**src/design/multichannel_button_debouncer_macros.svh**
```systemverilog
// ----------------------------------------------------------------------------
// Assertion macros for the multichannel button debouncer
// Each macro is checked on the rising edge of clk and is held off during reset.
// ----------------------------------------------------------------------------
`ifndef MULTICHANNEL_BUTTON_DEBOUNCER_MACROS_SVH
`define MULTICHANNEL_BUTTON_DEBOUNCER_MACROS_SVH

// The consequent must hold in the same cycle as the antecedent.
`define MCBD_ASSERT_SAME(lbl, ante, cons, msg) \
  lbl: assert property (@(posedge clk) disable iff (!rst_n) (ante) |-> (cons)) else $error(msg);

// The consequent must hold in the cycle after the antecedent.
`define MCBD_ASSERT_NEXT(lbl, ante, cons, msg) \
  lbl: assert property (@(posedge clk) disable iff (!rst_n) (ante) |=> (cons)) else $error(msg);

`endif

```
**src/design/mcbd_pkg.sv**
```systemverilog
// ----------------------------------------------------------------------------
// mcbd_pkg
// Shared constants and types of the multichannel button debouncer.
// ----------------------------------------------------------------------------
package mcbd_pkg;

  localparam int CHANNELS  = 16;
  localparam int CNT_W     = 8;
  localparam int ADDR_W    = 4;
  localparam int DATA_W    = 32;
  localparam int REG_IDX_W = 2;

  // Register indexes on the configuration port.
  localparam logic [REG_IDX_W-1:0] REG_ENABLE_MASK = 2'd0;
  localparam logic [REG_IDX_W-1:0] REG_RISE_TICKS  = 2'd1;
  localparam logic [REG_IDX_W-1:0] REG_FALL_TICKS  = 2'd2;

  localparam logic [CNT_W-1:0] RISE_RESET = 8'd2;
  localparam logic [CNT_W-1:0] FALL_RESET = 8'd2;

  typedef logic [CHANNELS-1:0] chan_vec_t;
  typedef logic [CNT_W-1:0]    cnt_t;

  typedef struct packed {
    chan_vec_t enable_mask;
    cnt_t      rise_ticks;
    cnt_t      fall_ticks;
  } cfg_t;

endpackage

```
**src/design/mcbd_if.sv**
```systemverilog
// ----------------------------------------------------------------------------
// mcbd_in_if / mcbd_out_if
// Valid/ready channels carrying raw and debounced button levels.
// ----------------------------------------------------------------------------
interface mcbd_in_if;
  logic                            valid;
  logic                            ready;
  logic [mcbd_pkg::CHANNELS-1:0]   raw_levels;

  modport source (output valid, output raw_levels, input ready);
  modport sink   (input valid, input raw_levels, output ready);
endinterface

interface mcbd_out_if;
  logic                            valid;
  logic                            ready;
  logic [mcbd_pkg::CHANNELS-1:0]   stable_levels;

  modport source (output valid, output stable_levels, input ready);
  modport sink   (input valid, input stable_levels, output ready);
endinterface

```
**src/design/mcbd_apb_regs.sv**
```systemverilog
// ----------------------------------------------------------------------------
// mcbd_apb_regs
// APB-style configuration registers: enable mask and the two thresholds.
// ----------------------------------------------------------------------------
module mcbd_apb_regs (
  input  logic                          clk,
  input  logic                          rst_n,
  input  logic                          cfg_psel,
  input  logic                          cfg_penable,
  input  logic                          cfg_pwrite,
  input  logic [mcbd_pkg::ADDR_W-1:0]   cfg_paddr,
  input  logic [mcbd_pkg::DATA_W-1:0]   cfg_pwdata,
  output logic [mcbd_pkg::DATA_W-1:0]   cfg_prdata,
  output logic                          cfg_pready,
  output mcbd_pkg::cfg_t                cfg
);
  import mcbd_pkg::*;

  cfg_t                 cfg_r;
  cfg_t                 cfg_nxt;
  logic                 wr_en;
  logic [REG_IDX_W-1:0] reg_idx;

  assign cfg_pready = 1'b1;
  assign wr_en      = cfg_psel & cfg_penable & cfg_pwrite & cfg_pready;
  assign reg_idx    = cfg_paddr[ADDR_W-1:2];

  always_comb begin
    cfg_nxt = cfg_r;
    if (wr_en) begin
      case (reg_idx)
        REG_ENABLE_MASK: cfg_nxt.enable_mask = cfg_pwdata[CHANNELS-1:0];
        REG_RISE_TICKS:  cfg_nxt.rise_ticks  = cfg_pwdata[CNT_W-1:0];
        REG_FALL_TICKS:  cfg_nxt.fall_ticks  = cfg_pwdata[CNT_W-1:0];
        default:         cfg_nxt = cfg_r;
      endcase
    end
  end

  always_ff @(posedge clk) begin
    if (!rst_n) begin
      cfg_r.enable_mask <= '0;
      cfg_r.rise_ticks  <= RISE_RESET;
      cfg_r.fall_ticks  <= FALL_RESET;
    end else begin
      cfg_r <= cfg_nxt;
    end
  end

  always_comb begin
    case (reg_idx)
      REG_ENABLE_MASK: cfg_prdata = DATA_W'(cfg_r.enable_mask);
      REG_RISE_TICKS:  cfg_prdata = DATA_W'(cfg_r.rise_ticks);
      REG_FALL_TICKS:  cfg_prdata = DATA_W'(cfg_r.fall_ticks);
      default:         cfg_prdata = '0;
    endcase
  end

  assign cfg = cfg_r;

endmodule

```
**src/design/mcbd_cell.sv**
```systemverilog
// ----------------------------------------------------------------------------
// mcbd_cell
// One channel: stable level and disagreement counter with its threshold.
// ----------------------------------------------------------------------------
module mcbd_cell (
  input  logic                 clk,
  input  logic                 rst_n,
  input  logic                 update,
  input  logic                 raw_level,
  input  mcbd_pkg::cnt_t       rise_ticks,
  input  mcbd_pkg::cnt_t       fall_ticks,
  output logic                 stable,
  output logic                 stable_nxt
);
  import mcbd_pkg::*;

  logic           stable_r;
  cnt_t           cnt_r;
  cnt_t           cnt_nxt;
  cnt_t           thr;
  logic [CNT_W:0] cnt_inc;

  assign thr     = stable_r ? fall_ticks : rise_ticks;
  assign cnt_inc = {1'b0, cnt_r} + {{CNT_W{1'b0}}, 1'b1};

  always_comb begin
    stable_nxt = stable_r;
    cnt_nxt    = cnt_r;
    if (update) begin
      if (raw_level != stable_r) begin
        // A zero threshold behaves as one, as the incremented count always meets it.
        if (cnt_inc >= {1'b0, thr}) begin
          cnt_nxt    = '0;
          stable_nxt = ~stable_r;
        end else begin
          cnt_nxt = cnt_inc[CNT_W-1:0];
        end
      end else if (cnt_r != '0) begin
        cnt_nxt = cnt_r - {{(CNT_W-1){1'b0}}, 1'b1};
      end
    end
  end

  always_ff @(posedge clk) begin
    if (!rst_n) begin
      stable_r <= 1'b0;
      cnt_r    <= '0;
    end else begin
      stable_r <= stable_nxt;
      cnt_r    <= cnt_nxt;
    end
  end

  assign stable = stable_r;

endmodule

```
**src/design/multichannel_button_debouncer.sv**
```systemverilog
// ----------------------------------------------------------------------------
// multichannel_button_debouncer
// A request is held in the input stage, then its result is registered in the output stage and offered.
// Throughput: one request per cycle while the output is not stalled; all enabled channel cells update in parallel.
// Reset (synchronous, active low) clears stable levels, counters and the valid flags of both
// pipeline stages, and sets the thresholds to two and the enable mask to zero.
// ----------------------------------------------------------------------------
module multichannel_button_debouncer (
  input  logic                          clk,
  input  logic                          rst_n,
  mcbd_in_if.sink                       in_ch,
  mcbd_out_if.source                    out_ch,
  input  logic                          cfg_psel,
  input  logic                          cfg_penable,
  input  logic                          cfg_pwrite,
  input  logic [mcbd_pkg::ADDR_W-1:0]   cfg_paddr,
  input  logic [mcbd_pkg::DATA_W-1:0]   cfg_pwdata,
  output logic [mcbd_pkg::DATA_W-1:0]   cfg_prdata,
  output logic                          cfg_pready
);
  import mcbd_pkg::*;

  `include "multichannel_button_debouncer_macros.svh"

  cfg_t      cfg;
  logic      s1_valid_r;
  chan_vec_t s1_raw_r;
  logic      out_valid_r;
  chan_vec_t out_data_r;
  logic      advance;
  logic      fire;
  chan_vec_t stable_vec;
  chan_vec_t stable_nxt_vec;

  mcbd_apb_regs u_regs (
    .clk         (clk),
    .rst_n       (rst_n),
    .cfg_psel    (cfg_psel),
    .cfg_penable (cfg_penable),
    .cfg_pwrite  (cfg_pwrite),
    .cfg_paddr   (cfg_paddr),
    .cfg_pwdata  (cfg_pwdata),
    .cfg_prdata  (cfg_prdata),
    .cfg_pready  (cfg_pready),
    .cfg         (cfg)
  );

  // The result register moves on whenever it is empty or being taken.
  assign advance     = ~out_valid_r | out_ch.ready;
  assign fire        = s1_valid_r & advance;
  assign in_ch.ready = ~s1_valid_r | advance;

  for (genvar c = 0; c < CHANNELS; c++) begin : g_cell
    mcbd_cell u_cell (
      .clk        (clk),
      .rst_n      (rst_n),
      .update     (fire & cfg.enable_mask[c]),
      .raw_level  (s1_raw_r[c]),
      .rise_ticks (cfg.rise_ticks),
      .fall_ticks (cfg.fall_ticks),
      .stable     (stable_vec[c]),
      .stable_nxt (stable_nxt_vec[c])
    );
  end

  always_ff @(posedge clk) begin
    if (!rst_n) begin
      s1_valid_r  <= 1'b0;
      out_valid_r <= 1'b0;
    end else begin
      if (in_ch.ready) begin
        s1_valid_r <= in_ch.valid;
      end
      if (advance) begin
        out_valid_r <= s1_valid_r;
      end
    end
  end

  always_ff @(posedge clk) begin
    if (in_ch.ready && in_ch.valid) begin
      s1_raw_r <= in_ch.raw_levels;
    end
    if (fire) begin
      out_data_r <= stable_nxt_vec;
    end
  end

  assign out_ch.valid         = out_valid_r;
  assign out_ch.stable_levels = out_data_r;

  `MCBD_ASSERT_NEXT(a_idle_state_holds, !fire, $stable(stable_vec), "stable levels moved without a request")
  `MCBD_ASSERT_NEXT(a_result_matches_state, fire, out_data_r == stable_vec, "result differs from channel state")
  `MCBD_ASSERT_NEXT(a_disabled_frozen, fire, ((stable_vec ^ $past(stable_vec)) & ~$past(cfg.enable_mask)) == '0, "disabled channel changed level")
  `MCBD_ASSERT_SAME(a_no_drop, s1_valid_r && out_valid_r && !out_ch.ready, !in_ch.ready && !fire, "request taken while pipeline blocked")

endmodule
```
**src/flat_wrapper.sv**
```systemverilog
// flat-port wrapper written by rule: the top's interface ports become plain ports
module multichannel_button_debouncer_flat import mcbd_pkg::*;
  (clk, rst_n, cfg_psel, cfg_penable, cfg_pwrite, cfg_paddr, cfg_pwdata, cfg_prdata, cfg_pready, in_ch_valid, in_ch_raw_levels, in_ch_ready, out_ch_valid, out_ch_stable_levels, out_ch_ready);
  mcbd_in_if in_ch_i ();
  mcbd_out_if out_ch_i ();
  input  logic clk;
  input  logic rst_n;
  input  logic cfg_psel;
  input  logic cfg_penable;
  input  logic cfg_pwrite;
  input  logic [mcbd_pkg::ADDR_W-1:0] cfg_paddr;
  input  logic [mcbd_pkg::DATA_W-1:0] cfg_pwdata;
  output logic [mcbd_pkg::DATA_W-1:0] cfg_prdata;
  output logic cfg_pready;
  input wire logic [$bits(in_ch_i.valid)-1:0] in_ch_valid;
  input wire logic [$bits(in_ch_i.raw_levels)-1:0] in_ch_raw_levels;
  output wire logic [$bits(in_ch_i.ready)-1:0] in_ch_ready;
  output wire logic [$bits(out_ch_i.valid)-1:0] out_ch_valid;
  output wire logic [$bits(out_ch_i.stable_levels)-1:0] out_ch_stable_levels;
  input wire logic [$bits(out_ch_i.ready)-1:0] out_ch_ready;
  assign in_ch_i.valid = in_ch_valid;
  assign in_ch_i.raw_levels = in_ch_raw_levels;
  assign in_ch_ready = in_ch_i.ready;
  assign out_ch_valid = out_ch_i.valid;
  assign out_ch_stable_levels = out_ch_i.stable_levels;
  assign out_ch_i.ready = out_ch_ready;
  multichannel_button_debouncer u_core (.clk(clk), .rst_n(rst_n), .in_ch(in_ch_i), .out_ch(out_ch_i), .cfg_psel(cfg_psel), .cfg_penable(cfg_penable), .cfg_pwrite(cfg_pwrite), .cfg_paddr(cfg_paddr), .cfg_pwdata(cfg_pwdata), .cfg_prdata(cfg_prdata), .cfg_pready(cfg_pready));
endmodule
```
**config.mk**
```make
export PLATFORM = sky130hd
export DESIGN_NAME = multichannel_button_debouncer_flat
export DESIGN_NICKNAME = d
export VERILOG_FILES = /design/src/design/mcbd_pkg.sv /design/src/design/mcbd_if.sv /design/src/design/mcbd_apb_regs.sv /design/src/design/mcbd_cell.sv /design/src/design/multichannel_button_debouncer.sv /design/src/flat_wrapper.sv
export VERILOG_INCLUDE_DIRS = /design/src /design/src/design
export SDC_FILE = /design/constraint.sdc
export NUM_CORES = 1
export LEC_CHECK = 0
export CAP_MARGIN = 0
export CORE_MARGIN = 4
export CORE_UTILIZATION = 50
export DETAILED_ROUTE_END_ITERATION = 6
export DONT_BUFFER_PORTS = 1
export GPL_TIMING_DRIVEN = 0
export MAX_ROUTING_LAYER = met4
export PLACE_DENSITY = 0.66
export SLEW_MARGIN = 40
export SYNTH_ARGS = -nofsm -noshare
export SYNTH_HDL_FRONTEND = slang
export SYNTH_SLANG_ARGS = --single-unit
```
**constraint.sdc**
```tcl
create_clock -name clk -period 6.6 [get_ports clk]
set_input_delay 0.99 -clock clk [delete_from_list [all_inputs] [get_ports clk]]
set_output_delay 0.99 -clock clk [all_outputs]
set_load 0.1 [all_outputs]
```
Word-level counts from Yosys, hierarchy flattened
Index checks and enable logic that the tools add are counted.

Register bits after elaboration: 210. Input port bits: 59. Output and inout bits: 51.

Mux-type cells: 113. $lt $le $gt $ge: 16. Reductions and logical operators: 53. Bitwise gates (word level): 39. Eq/ne operators: 18. Add/sub/neg operators: 32.

Operator list (count): 2-to-1 mux 8 bit (64); adder 8 x 1 -> 9 bit, second input constant (16); greater-or-equal comparator 9 x 8 -> 1 bit (16); nonzero test 8 bit (16); subtractor 8 x 1 -> 8 bit, second input constant (16); 2-to-1 mux 1 bit (48); one-hot mux 16 bit (3 select lines) (1); AND reduction 2 bit (19); nonzero test 2 bit (16); bitwise AND 1 bit (19); NOT 1 bit (18); inequality test 1 bit (16); equality test 2 x 1 -> 1 bit, second input constant (1); equality test 2 bit, second input constant (1); zero test 2 bit (1); OR 1 bit (2); logical AND 1 bit (1).

Logic depth before layout (Yosys ltp)
Gate-level depths: netlist (run 1).

Depth after elaboration: 5. Depth in mapped cells: 12. Mapped depth without buffers: 11.

Modules after synthesis
From an unflattened synthesis (run 1), not the netlist that was laid out.

Cell total of the unflattened synthesis: 2167. Area, all modules: 19113.3 sq um.

Modules (own cells, without submodules): mcbd_cell (u_core.g_cell[12].u_cell ...) (times used 11, cells each 120, area each 1017.2 sq um); mcbd_cell (u_core.g_cell[0].u_cell ...) (times used 4, cells each 121, area each 1026.0 sq um); mcbd_apb_regs (times used 1, cells each 181, area each 1607.8 sq um); multichannel_button_debouncer (times used 1, cells each 61, area each 1224.9 sq um); mcbd_cell (u_core.g_cell[3].u_cell) (times used 1, cells each 121, area each 987.2 sq um).

Worst setup path after synthesis (run 1)
Ideal clock, no wire load.

Path type: input to output. Start: input port cfg_paddr[3] (netlist name). End: output port cfg_prdata[0] (netlist name). Cell stages on the path: 3. Data required time: 5.610 ns. Arrival: 3.640 ns. Path slack: 1.970 ns. Path through: buf_1 > mux2i_1 > o21ai_0.

Cells in the longest elaborated chain, start to end: 2. Elaborated cells between the ends (all ways): 4. Classes of those cells: eq/ne: 2; mux: 1; reduce/logical: 1.

Ends and longest elaborated chain: from (decl) (line flat_wrapper.sv:11) `input logic [mcbd_pkg::ADDR_W-1:0] cfg_paddr;`; equality test 2 bit, or another cell as far along (line mcbd_apb_regs.sv:51) `case (reg_idx)`; one-hot mux 16 bit (3 select lines) * (line mcbd_apb_regs.sv:51); to (decl) (line flat_wrapper.sv:13) `output logic [mcbd_pkg::DATA_W-1:0] cfg_prdata;`.

Mark *: on every way between the ends. The rest lies on a longest branch, timed or not.

Worst setup path in the final report (run 1)
Start: register u_core.u_regs.cfg[2] (netlist name). End: register u_core.g_cell[2].u_cell.cnt_r[3].

Cells in the longest elaborated chain, start to end: 4.

Ends and longest elaborated chain: 2-to-1 mux 8 bit (line mcbd_cell.sv:23) `assign thr = stable_r ? fall_ticks : rise_ticks;`; greater-or-equal comparator 9 x 8 -> 1 bit (line mcbd_cell.sv:32) `if (cnt_inc >= {1'b0, thr}) begin`; 2-to-1 mux 8 bit (line mcbd_cell.sv:32); 2-to-1 mux 8 bit (line mcbd_cell.sv:30) `if (raw_level != stable_r) begin`; to (signal assigned) (line mcbd_cell.sv:50) `cnt_r <= cnt_nxt;`; to (decl) (line mcbd_cell.sv:18) `cnt_t cnt_r;`.

Every way passes these cells. A chain may end at the register's enable or synchronous reset.

==> results of run 1 <==
-- sequential cells by signal, indices dropped and copies added (netlist names) --
signal / flops
u_core.out_ch.stable_levels: 16
u_core.out_ch.valid: 1
u_core.s1_raw_r: 16
u_core.g_cell.u_cell.stable: 16
u_core.g_cell.u_cell.cnt_r: 128
u_core.u_regs.cfg: 32
u_core.s1_valid_r: 1
-- cell type report --
class	instances	area, µm²
timing repair buffer	15	288
clock buffer	37	742
clock inverter	11	87.6
inverter	60	225
multi-input combinational	1745	12400
tap	455	569
antenna	1	2.50
sequential	210	4530
fill	3193	15200
buffer	146	654
-- layer usage --
layer  routed length (µm)  share of wire [%]  track usage, %  vias up
met3                 4080                7.4            5.07      129
met2                24700                 45            44.3      611
li1                     -                  -               -     7850
met1                23700                 43            36.6     7805
met5                    0                  0               -        -
met4                 2230                4.1            10.3        0
-- final timing paths --
kind                                      start                                            end  slack, ns
max           u_core.u_regs.cfg[2]$_SDFFE_PN0P_  u_core.g_cell[2].u_cell.cnt_r[3]$_SDFFE_PN0P_       2.57
min reg2reg  u_core.u_regs.cfg[28]$_SDFFE_PN0P_             u_core.u_regs.cfg[28]$_SDFFE_PN0P_       0.47
min          u_core.u_regs.cfg[28]$_SDFFE_PN0P_             u_core.u_regs.cfg[28]$_SDFFE_PN0P_       0.47
max reg2reg   u_core.u_regs.cfg[2]$_SDFFE_PN0P_  u_core.g_cell[2].u_cell.cnt_r[3]$_SDFFE_PN0P_       2.57
-- stage by stage --
step | worst slack [ns] | power (mW)
2_1_floorplan | 1.97 | 1.60
3_3_place_gp | 1.52 | 1.68
3_5_place_dp | 2.71 | 1.69
4_1_cts | 2.66 | 3.10
5_1_grt | 2.36 | 3.18
6_report | 2.57 | 3.08
-- power breakdown --
group          internal, mW  switching (mW)  total, mW
clock                 0.817           0.590       1.41
sequential             1.31          0.0249       1.34
combinational        0.0922           0.246      0.338
total                  2.22           0.861       3.08
-- cell families (layout without fill, tap and decap cells) --
kind of cell | after synthesis | after routing | share of synthesized area [%]
AND/OR/NAND/NOR | 740 | 740 | 20.4
AO/OA/AOI/OAI | 473 | 473 | 17.7
flip-flops | 210 | 210 | 25.8
buffers and inverters | 206 | 269 | 4.87
adder cells (fa/ha/maj) | 192 | 192 | 13.7
multiplexers | 170 | 170 | 9.92
XOR/XNOR | 153 | 153 | 7.63
other | 2 | 18 | 0.0428
-- layout by cell type, fill, tap and decap left out, drive strengths merged, types with 34 or more instances in the layout --
cell type | netlist | routed
a31oi | 36 | 36
xor2 | 61 | 61
and2 | 43 | 43
a21oi | 106 | 106
nand2 | 176 | 176
inv | 60 | 60
buf | 44 | 52
nor2b | 34 | 34
nand3 | 123 | 123
nor2 | 195 | 195
ha | 192 | 192
xnor2 | 92 | 92
mux2i | 138 | 138
clkbuf | 102 | 146
dfxtp | 178 | 178
o21ai | 119 | 119
-- tightest hold or removal path: cells and delay by family, from the launching register on --
kind               cells  cell delay, ns
and+or+nand+nor        1            0.06
DFF                    1            0.32
AOI/OAI and AO/OA      1            0.05
-- cells in the mapped netlist (all sizes together), types with 27 or more instances --
cell / n
edfxtp: 32
inv: 60
nand3: 123
xnor2: 92
clkbuf: 102
a31oi: 36
nor2: 195
and3: 29
ha: 192
and2: 43
mux2: 32
dfxtp: 178
nor2b: 34
nor3: 31
mux2i: 138
o21ai: 119
buf: 44
a21oi: 106
a22o: 27
nand2: 176
xor2: 61
==> impl_metrics.py, run 1 <==
metrics = {
    "sta": {
        "rsz0062_at_grt": "false",
        "min_period_ns": 4.03,
        "max_slew.worst_pin.slew_ns": 0.939,
        "period_share_pct": 61.1,
        "hold_ws_ns": 0.474,
        "relSlewSlack_pct": 37.4,
        "fmax_mhz": 248,
        "finalMaxSlewViolations": 0,
        "finalSetupViolCount": 0,
        "tns_ns": 0,
        "fin_skew_ns": 0.0369,
        "hold_violations": 0,
    },
    "setup_path": {
        "cpMaxStageDelayCell": "a221oi_1",
        "crit_fanout": 10,
        "arrival_ns": 4.52,
        "critical-path-top-delay-family": "compound AO/OA/AOI/OAI gates",
        "crit_cells": 10,
        "ff2ff_path_depth": 10,
        "end_kind": "flip-flop",
        "cp-start-kind": "flip-flop",
        "critPathMaxStageDelay_ns": 0.78,
        "critPathRequiredTime_ns": 7.09,
        "cp.buffers_inverters": 2,
        "crit_chain": "clkbuf_1 > clkbuf_1 > mux2i_1 > ha_1 > a21oi_1 > o21ai_0 > a221oi_1 > o21ai_0 > nor2_1 > a22o_1",
        "worstSetupPathType": "flip-flop to flip-flop",
    },
    "layout": {
        "syn2layout_area_growth_pct": 10.8,
        "drive_above_1_share_pct": 7.82,
        "final_core_util_pct": 56.2,
        "final_cells": 2680,
        "nNetsFinal": 2455,
        "fin_area_um2": 19400,
    },
    "synth": {
        "avgSynthCellArea_um2": 8.18,
        "yosysUniqueCellTypes": 73,
        "yosys.area.top_type": "dfxtp_1",
        "synthCells": 2146,
        "synthFlopType": "dfxtp_1",
        "synth_edf_count": 32,
        "synth_area_leaders": "dfxtp_1 20%, ha_1 14%, mux2i_1 7.9%, edfxtp_1 5.5%, xnor2_1 4.6%",
        "ys_warn_count": 0,
        "synth_top_area_share_pct": 20.3,
        "async_reset_ff_share_pct": 0,
        "netlist_area_um2": 17600,
        "ys_ff_latch": 210,
        "yosysSeqAreaShare_pct": 25.8,
    },
    "grt": {
        "antenna_found_initial": 2,
        "grt_max_degree": 24,
        "track_usage_pct": 28.2,
        "overflow": 0,
        "grt_pass1_wl_mm": 84.9,
        "grt_pass1_vias": 15300,
    },
    "clock_tree": {
        "clk_latency_ns": 0.58,
        "postCtsResizedCells": 0,
        "cts_tree": "built",
        "cts_buffers": 26,
        "clock-sinks": 210,
        "cts-root-buf": "clkbuf_16",
        "htree_levels": 1,
        "cts_buffer_depth": 3,
        "cts_setup_buffers": 0,
        "clkSlewWorstSetupHoldPaths_ns": 0.06,
        "cts_hold_buffers": 0,
    },
    "flow_run": {
        "maxCapViolCount": 0,
    },
    "floorplan": {
        "dieArea_um2": 38200,
        "core-area_um2": 34600,
        "ios": 110,
        "start_util_pct": 50.7,
        "die_h_um": 195,
        "rows": 68,
        "die_width_um": 195,
    },
    "placement": {
        "dp_cells": 2625,
        "gp_congestion": 0.976,
        "hpwl_mm": 39.2,
        "place_area_um2": 18500,
        "port_buffers": 0,
    },
    "pwr": {
        "powerDensity_nw_per_um2": 159,
        "power.leakage_nw": 7.89,
        "ir_drop_mv": 0.227,
    },
    "min_path": {
        "whs_path_depth": 2,
        "worstHoldPathType": "flip-flop to flip-flop",
    },
    "routing": {
        "wl_per_cell_um": 20.4,
        "drtIter0Drc": 1333,
        "num_vias": 16400,
        "drc": 0,
        "drt.antenna.violating_nets": 0,
        "wl_mm": 54.8,
        "dr.pass1.iters": 6,
        "via_per_inst": 6.12,
    },
    "run_status": {
        "status": "finished clean",
    },
}
(Power assumes the default switching activity.)
==> run 2, diff against run 1 <==
--- a/config.mk
+++ b/config.mk
@@ -13,7 +13,7 @@
 export DONT_BUFFER_PORTS = 1
 export GPL_TIMING_DRIVEN = 0
 export MAX_ROUTING_LAYER = met4
-export PLACE_DENSITY = 0.66
+export PLACE_DENSITY = 0.69
 export SLEW_MARGIN = 40
 export SYNTH_ARGS = -nofsm -noshare
 export SYNTH_HDL_FRONTEND = slang
==> constraint.sdc (replaced) <==
create_clock -name clk -period 3.5 [get_ports clk]
set_input_delay 0.525 -clock clk [delete_from_list [all_inputs] [get_ports clk]]
set_output_delay 0.525 -clock clk [all_outputs]
set_load 0.1 [all_outputs]
==> run 2 against run 1 <==
Net effect:
- critical path depth down 1
- register-to-register slack got worse by 2.4 ns
- sequential power up 90%
- final area down 0.46%
- combinational power grew 82%
- critical path type unchanged
- critical endpoint is now u_core.g_cell[1].u_cell.cnt_r[7]$_SDFFE_PN0P_
==> impl_metrics.py, run 2 (synthesized netlist as in run 1, its figures left out) <==
metrics = {
    "routing": {
        "via_per_inst": 6.12,
        "drt.antenna.violating_nets": 0,
        "num_vias": 16300,
        "wl_per_cell_um": 20.5,
        "wl_mm": 54.6,
        "drtIter0Drc": 1392,
        "drc": 0,
        "dr.pass1.iters": 6,
    },
    "setup_path": {
        "end_kind": "flip-flop",
        "cpMaxStageDelayCell": "dfxtp_1",
        "timing.rr.start": "u_core.u_regs.cfg[7]$_SDFFE_PN0P_",
        "critical-path-top-delay-family": "compound AO/OA/AOI/OAI gates",
        "r2r_setup_slack_ns": 0.16,
        "crit_fanout": 10,
        "arrival_ns": 3.85,
        "critPathRequiredTime_ns": 4.01,
        "ff2ff_path_depth": 9,
        "cp.buffers_inverters": 1,
        "cp-start-kind": "flip-flop",
        "critPathMaxStageDelay_ns": 0.67,
        "path_common_cell": "nor2_1",
        "reg2reg_to": "u_core.g_cell[1].u_cell.cnt_r[7]$_SDFFE_PN0P_",
        "worstSetupPathType": "flip-flop to flip-flop",
        "crit_chain": "clkbuf_2 > mux2i_1 > ha_1 > nand3_1 > nor2_1 > a2111oi_2 > o21ai_0 > nor2_1 > a22o_1",
    },
    "placement": {
        "place_area_um2": 18400,
        "port_buffers": 0,
        "pre_cts_slack_ns": -0.347,
        "gp_congestion": 0.958,
        "hpwl_mm": 39.2,
    },
    "sta": {
        "relSlewSlack_pct": 40.7,
        "fmax_mhz": 300,
        "fin_skew_ns": 0.0221,
        "fin_ws_ns": 0.164,
        "finalMaxSlewViolations": 0,
        "finalSetupViolCount": 0,
        "min_period_ns": 3.34,
        "hold_violations": 0,
        "period_share_pct": 95.3,
        "max_slew.worst_pin.slew_ns": 0.891,
        "hold_ws_ns": 0.0512,
        "tns_ns": 0,
        "rsz0062_at_grt": "false",
    },
    "flow_run": {
        "maxCapViolCount": 0,
    },
    "pwr": {
        "ir_drop_mv": 0.431,
        "power_mw": 5.93,
        "power.leakage_nw": 7.89,
        "powerDensity_nw_per_um2": 306,
    },
    "floorplan": {
        "rows": 68,
        "ios": 110,
        "die_h_um": 195,
        "core-area_um2": 34600,
        "start_util_pct": 50.7,
        "die_width_um": 195,
        "dieArea_um2": 38200,
    },
    "min_path": {
        "min_from": "in_ch_raw_levels[0]",
        "worstHoldPathType": "input port to flip-flop",
        "worstHoldEndpoint": "u_core.s1_raw_r[0]$_DFFE_PP_",
        "whs_path_depth": 0,
    },
    "grt": {
        "track_usage_pct": 28.2,
        "grt_pass1_wl_mm": 85.0,
        "overflow": 0,
        "grt_pass1_vias": 15400,
        "antenna_found_initial": 1,
        "grt_max_degree": 24,
    },
    "layout": {
        "nNetsFinal": 2440,
        "multi_input_area_um2": 12400,
        "final_cell_mix": "195 x nor2_1, 192 x ha_1, 177 x dfxtp_1",
        "nFillCells": 3172,
        "antenna_cells": 0,
        "largest_register": "u_core.g_cell.u_cell.cnt_r",
        "fin_area_um2": 19400,
        "syn2layout_area_growth_pct": 10.3,
        "final_common_cell": "nor2_1",
        "largest_reg_flops": 128,
        "seqCellArea_um2": 4530,
        "drive_above_1_share_pct": 8.37,
    },
    "clock_tree": {
        "cts-root-buf": "clkbuf_16",
        "clock-sinks": 210,
        "cts_tree": "built",
        "clkSlewWorstSetupHoldPaths_ns": 0.06,
        "htree_levels": 1,
        "clk_latency_ns": 0.57,
        "cts_buffers": 26,
        "cts_hold_buffers": 0,
        "cts_buffer_depth": 3,
        "postCtsResizedCells": 16,
        "cts_setup_buffers": 0,
    },
    "run_status": {
        "status": "finished clean",
    },
}
-- run 2: cell types whose count changed in the layout (fill, tap and decap cells not counted), moves of 2 or more --
cell / change
clkbuf_1: -23
clkbuf_2: +8
buf_2: +5
a221oi_1: -4
a221oi_2: +4
clkbuf_8: -4
buf_16: -3
buf_8: +2
bufinv_16: +2
clkinv_4: +2
-- run 2: how the worst max path moves through the flow --
stage	startpoint	to	slack, ns	cells past startpoint
2_1_floorplan	cfg_paddr[3]	cfg_prdata[0]	0.55	3
3_3_place_gp	u_core.out_ch.valid$_SDFFE_PN0P_	u_core.g_cell[15].u_cell.cnt_r[2]$_SDFFE_PN0P_	-0.93	8
3_5_place_dp	u_core.u_regs.cfg[2]$_SDFFE_PN0P_	u_core.g_cell[1].u_cell.cnt_r[3]$_SDFFE_PN0P_	-0.35	10
4_1_cts	u_core.u_regs.cfg[2]$_SDFFE_PN0P_	u_core.g_cell[9].u_cell.cnt_r[7]$_SDFFE_PN0P_	0.002	10
5_1_grt	u_core.u_regs.cfg[14]$_SDFFE_PN0P_	u_core.g_cell[1].u_cell.cnt_r[3]$_SDFFE_PN0P_	0.002	10
6_report	u_core.u_regs.cfg[7]$_SDFFE_PN0P_	u_core.g_cell[1].u_cell.cnt_r[7]$_SDFFE_PN0P_	0.16	9
-- run 2: cell type report --
cell class | count | area share, %
repair buffers | 10 | 0.892
clock buffers | 35 | 3.70
plain buffers | 136 | 3.28
inverters | 60 | 1.16
multi-input cells | 1745 | 63.9
flip-flops and latches | 210 | 23.4
clock inverters | 13 | 0.743
well taps | 455 | 2.94
-- run 2: stage by stage --
stage / util [%] / cells
2_1_floorplan: - / 2161
3_3_place_gp: 52.5 / 2616
3_5_place_dp: 53.2 / 2623
4_1_cts: 55.8 / 2671
5_1_grt: 55.9 / 2664
6_report: 55.9 / 2664
-- run 2: worst reg2reg max path, cell delays in order, from the launching register on --
cell and delay (ns):
dfxtp_1 0.67, clkbuf_2 0.52, mux2i_1 0.15, ha_1 0.32
nand3_1 0.10, nor2_1 0.07, a2111oi_2 0.59, o21ai_0 0.36
nor2_1 0.34, a22o_1 0.17
-- run 2: routing by layer --
layer  track usage (%)  part of all wire [%]
met5                 -                     0
met4              10.6                   4.7
met3              3.99                   7.0
met2              44.2                    44
met1              37.1                    44
-- run 2: report_power, final --
| part | switching, mW | internal [mW] |
|---|---|---|
| logic | 0.449 | 0.164 |
| clock network | 1.13 | 1.65 |
| registers | 0.0582 | 2.48 |
==> run 3, diff against run 2 <==
--- a/config.mk
+++ b/config.mk
@@ -13,7 +13,7 @@
 export DONT_BUFFER_PORTS = 1
 export GPL_TIMING_DRIVEN = 0
 export MAX_ROUTING_LAYER = met4
-export PLACE_DENSITY = 0.69
+export PLACE_DENSITY = 0.68
 export SLEW_MARGIN = 40
 export SYNTH_ARGS = -nofsm -noshare
 export SYNTH_HDL_FRONTEND = slang
==> run 3 against run 2 <==
Net effect:
- critical path type unchanged
- setup slack got worse by 0.00079 ns
- core utilization increased by 0.60 points
- largest cell class unchanged
- clock power increased by 16%
- critical endpoint is now u_core.g_cell[4].u_cell.cnt_r[4]$_SDFFE_PN0P_
==> impl_metrics.py, run 3 (synthesized netlist as in run 1, its figures left out) <==
metrics = {
    "run_status": {
        "status": "finished clean",
    },
    "setup_path": {
        "cp.buffers_inverters": 1,
        "arrival_ns": 3.81,
        "cp-start-kind": "flip-flop",
        "end_kind": "flip-flop",
        "crit_fanout": 10,
        "r2r_setup_slack_ns": 0.16,
        "ff2ff_path_depth": 9,
        "crit_chain": "clkbuf_2 > mux2_2 > ha_1 > nand2b_1 > a211o_1 > a211oi_1 > nand2b_1 > nand3_1 > o31ai_1",
        "critical-path-top-delay-family": "compound AO/OA/AOI/OAI gates",
        "critPathRequiredTime_ns": 3.97,
        "worstSetupPathType": "flip-flop to flip-flop",
        "reg2reg_to": "u_core.g_cell[4].u_cell.cnt_r[4]$_SDFFE_PN0P_",
        "critPathMaxStageDelay_ns": 0.67,
        "path_common_cell": "nand2b_1",
        "timing.rr.start": "u_core.u_regs.cfg[8]$_SDFFE_PN0P_",
        "cpMaxStageDelayCell": "dfxtp_1",
    },
    "min_path": {
        "whs_path_depth": 0,
        "worstHoldPathType": "input port to flip-flop",
        "min_from": "in_ch_raw_levels[2]",
        "worstHoldEndpoint": "u_core.s1_raw_r[2]$_DFFE_PP_",
    },
    "pwr": {
        "p_int_mw": 4.68,
        "p_clk_share_pct": 50.5,
        "ir_drop_mv": 0.375,
        "power.leakage_nw": 7.98,
        "seqPwrFrac_pct": 39.8,
        "switchingPower_mw": 1.70,
        "powerDensity_nw_per_um2": 326,
        "pwr-share-comb_pct": 9.7,
        "switching_share_pct": 26.7,
    },
    "sta": {
        "hold_ws_ns": 0.0531,
        "hold_violations": 0,
        "max_slew.worst_pin.slew_ns": 0.891,
        "fin_skew_ns": 0.0115,
        "finalSetupViolCount": 0,
        "relSlewSlack_pct": 40.7,
        "period_share_pct": 95.3,
        "fmax_mhz": 300,
        "min_period_ns": 3.34,
        "rsz0062_at_grt": "false",
        "finalMaxSlewViolations": 0,
        "fin_ws_ns": 0.163,
    },
    "floorplan": {
        "core-area_um2": 34600,
        "ios": 110,
        "die_width_um": 195,
        "die_h_um": 195,
        "dieArea_um2": 38200,
        "start_util_pct": 50.7,
        "rows": 68,
    },
    "clock_tree": {
        "cts_buffer_depth": 3,
        "clk_latency_ns": 0.57,
        "clkSlewWorstSetupHoldPaths_ns": 0.06,
        "htree_levels": 1,
        "cts-root-buf": "clkbuf_16",
        "clock-sinks": 210,
        "cts_tree": "built",
        "cts_buffers": 27,
        "cts_hold_buffers": 0,
        "cts_setup_buffers": 0,
    },
    "placement": {
        "dp_cells": 2622,
        "port_buffers": 0,
        "hpwl_mm": 39.6,
        "gp_congestion": 0.974,
        "pre_cts_slack_ns": -0.433,
    },
    "layout": {
        "nFillCells": 3180,
        "drive_above_1_share_pct": 9.10,
        "largest_reg_flops": 128,
        "final_common_cell": "nor2_1",
        "final_cell_mix": "193 x nor2_1, 192 x ha_1, 175 x nand2_1",
        "largest_register": "u_core.g_cell.u_cell.cnt_r",
        "syn2layout_area_growth_pct": 11.5,
        "nNetsFinal": 2439,
        "final_cells": 2666,
    },
    "grt": {
        "antenna_found_initial": 2,
        "grt_max_degree": 24,
        "grt_pass1_vias": 15600,
        "grt_pass1_wl_mm": 85.4,
        "track_usage_pct": 28.6,
        "overflow": 0,
    },
    "routing": {
        "drt.antenna.violating_nets": 0,
        "drtIter0Drc": 1292,
        "wl_mm": 55.4,
        "wl_per_cell_um": 20.8,
        "via_per_inst": 6.10,
        "dr.pass1.iters": 6,
        "drc": 0,
        "num_vias": 16300,
    },
    "flow_run": {
        "maxCapViolCount": 0,
    },
}
-- run 3: layer usage --
metal,GRT usage (%),part of all wire [%],vias up
met3,6.31,7.9,138
met5,-,0,-
li1,-,-,7821
met1,35.7,43,7713
met2,44.5,45,601
met4,12.4,4.9,0
-- run 3: worst reg2reg max path: cells and delay by family, from the launching register on --
family | cells | cell delay [ns]
muxes | 1 | 0.23
AOI/OAI and AO/OA | 3 | 1.00
and+or+nand+nor | 3 | 0.70
DFF | 1 | 0.67
buffers and inverters | 1 | 0.43
adders and majority gates | 1 | 0.21
-- run 3: worst max path at each step --
| stage | start | to | slack (ns) | depth (start not counted) |
|---|---|---|---|---|
| 3_5_place_dp | u_core.u_regs.cfg[2]$_SDFFE_PN0P_ | u_core.g_cell[2].u_cell.cnt_r[7]$_SDFFE_PN0P_ | -0.43 | 10 |
| 6_report | u_core.u_regs.cfg[8]$_SDFFE_PN0P_ | u_core.g_cell[4].u_cell.cnt_r[4]$_SDFFE_PN0P_ | 0.16 | 9 |
| 3_3_place_gp | rst_n | u_core.g_cell[10].u_cell.cnt_r[6]$_SDFFE_PN0P_ | -0.97 | 6 |
| 2_1_floorplan | cfg_paddr[3] | cfg_prdata[0] | 0.55 | 3 |
| 5_1_grt | u_core.u_regs.cfg[8]$_SDFFE_PN0P_ | u_core.g_cell[4].u_cell.cnt_r[4]$_SDFFE_PN0P_ | 0.02 | 9 |
| 4_1_cts | u_core.u_regs.cfg[8]$_SDFFE_PN0P_ | u_core.g_cell[4].u_cell.cnt_r[4]$_SDFFE_PN0P_ | 0.03 | 10 |
-- run 3: through the flow --
step,instance area [µm²],TNS (ns),utilization (%),power [mW]
6_report,19600,0,56.5,6.38
2_1_floorplan,17600,0,-,3.01
3_3_place_gp,18200,-37.31,52.5,3.16
5_1_grt,19600,0,56.5,6.57
3_5_place_dp,18400,-8.42,53.2,3.19
4_1_cts,19500,0,56.3,6.41
-- run 3: power groups by stage --
stage / clock, mW / sequential (mW) / combinational (mW)
3_3_place_gp: 0 / 2.61 / 0.554
6_report: 3.22 / 2.54 / 0.617
3_5_place_dp: 0 / 2.59 / 0.597
4_1_cts: 3.27 / 2.54 / 0.599
5_1_grt: 3.37 / 2.54 / 0.658
2_1_floorplan: 0 / 2.60 / 0.413
-- run 3: final cells by class --
cell class              count  area, µm²  share of cell area [%]
flip-flops and latches    210       4530                    23.2
multi-input cells        1745      12400                    63.3
repair buffers              9        185                   0.947
clock inverters            15        267                    1.36
diodes                      3       7.51                  0.0384
inverters                  60        225                    1.15
plain buffers             135        634                    3.24
well taps                 455        569                    2.91
clock buffers              34        752                    3.84
-- run 3: repair_timing --
item	4_1_cts	5_1_grt
setup endpoints to repair	49	35
resized for setup	20	15
endpoints found under the hold margin	0	0
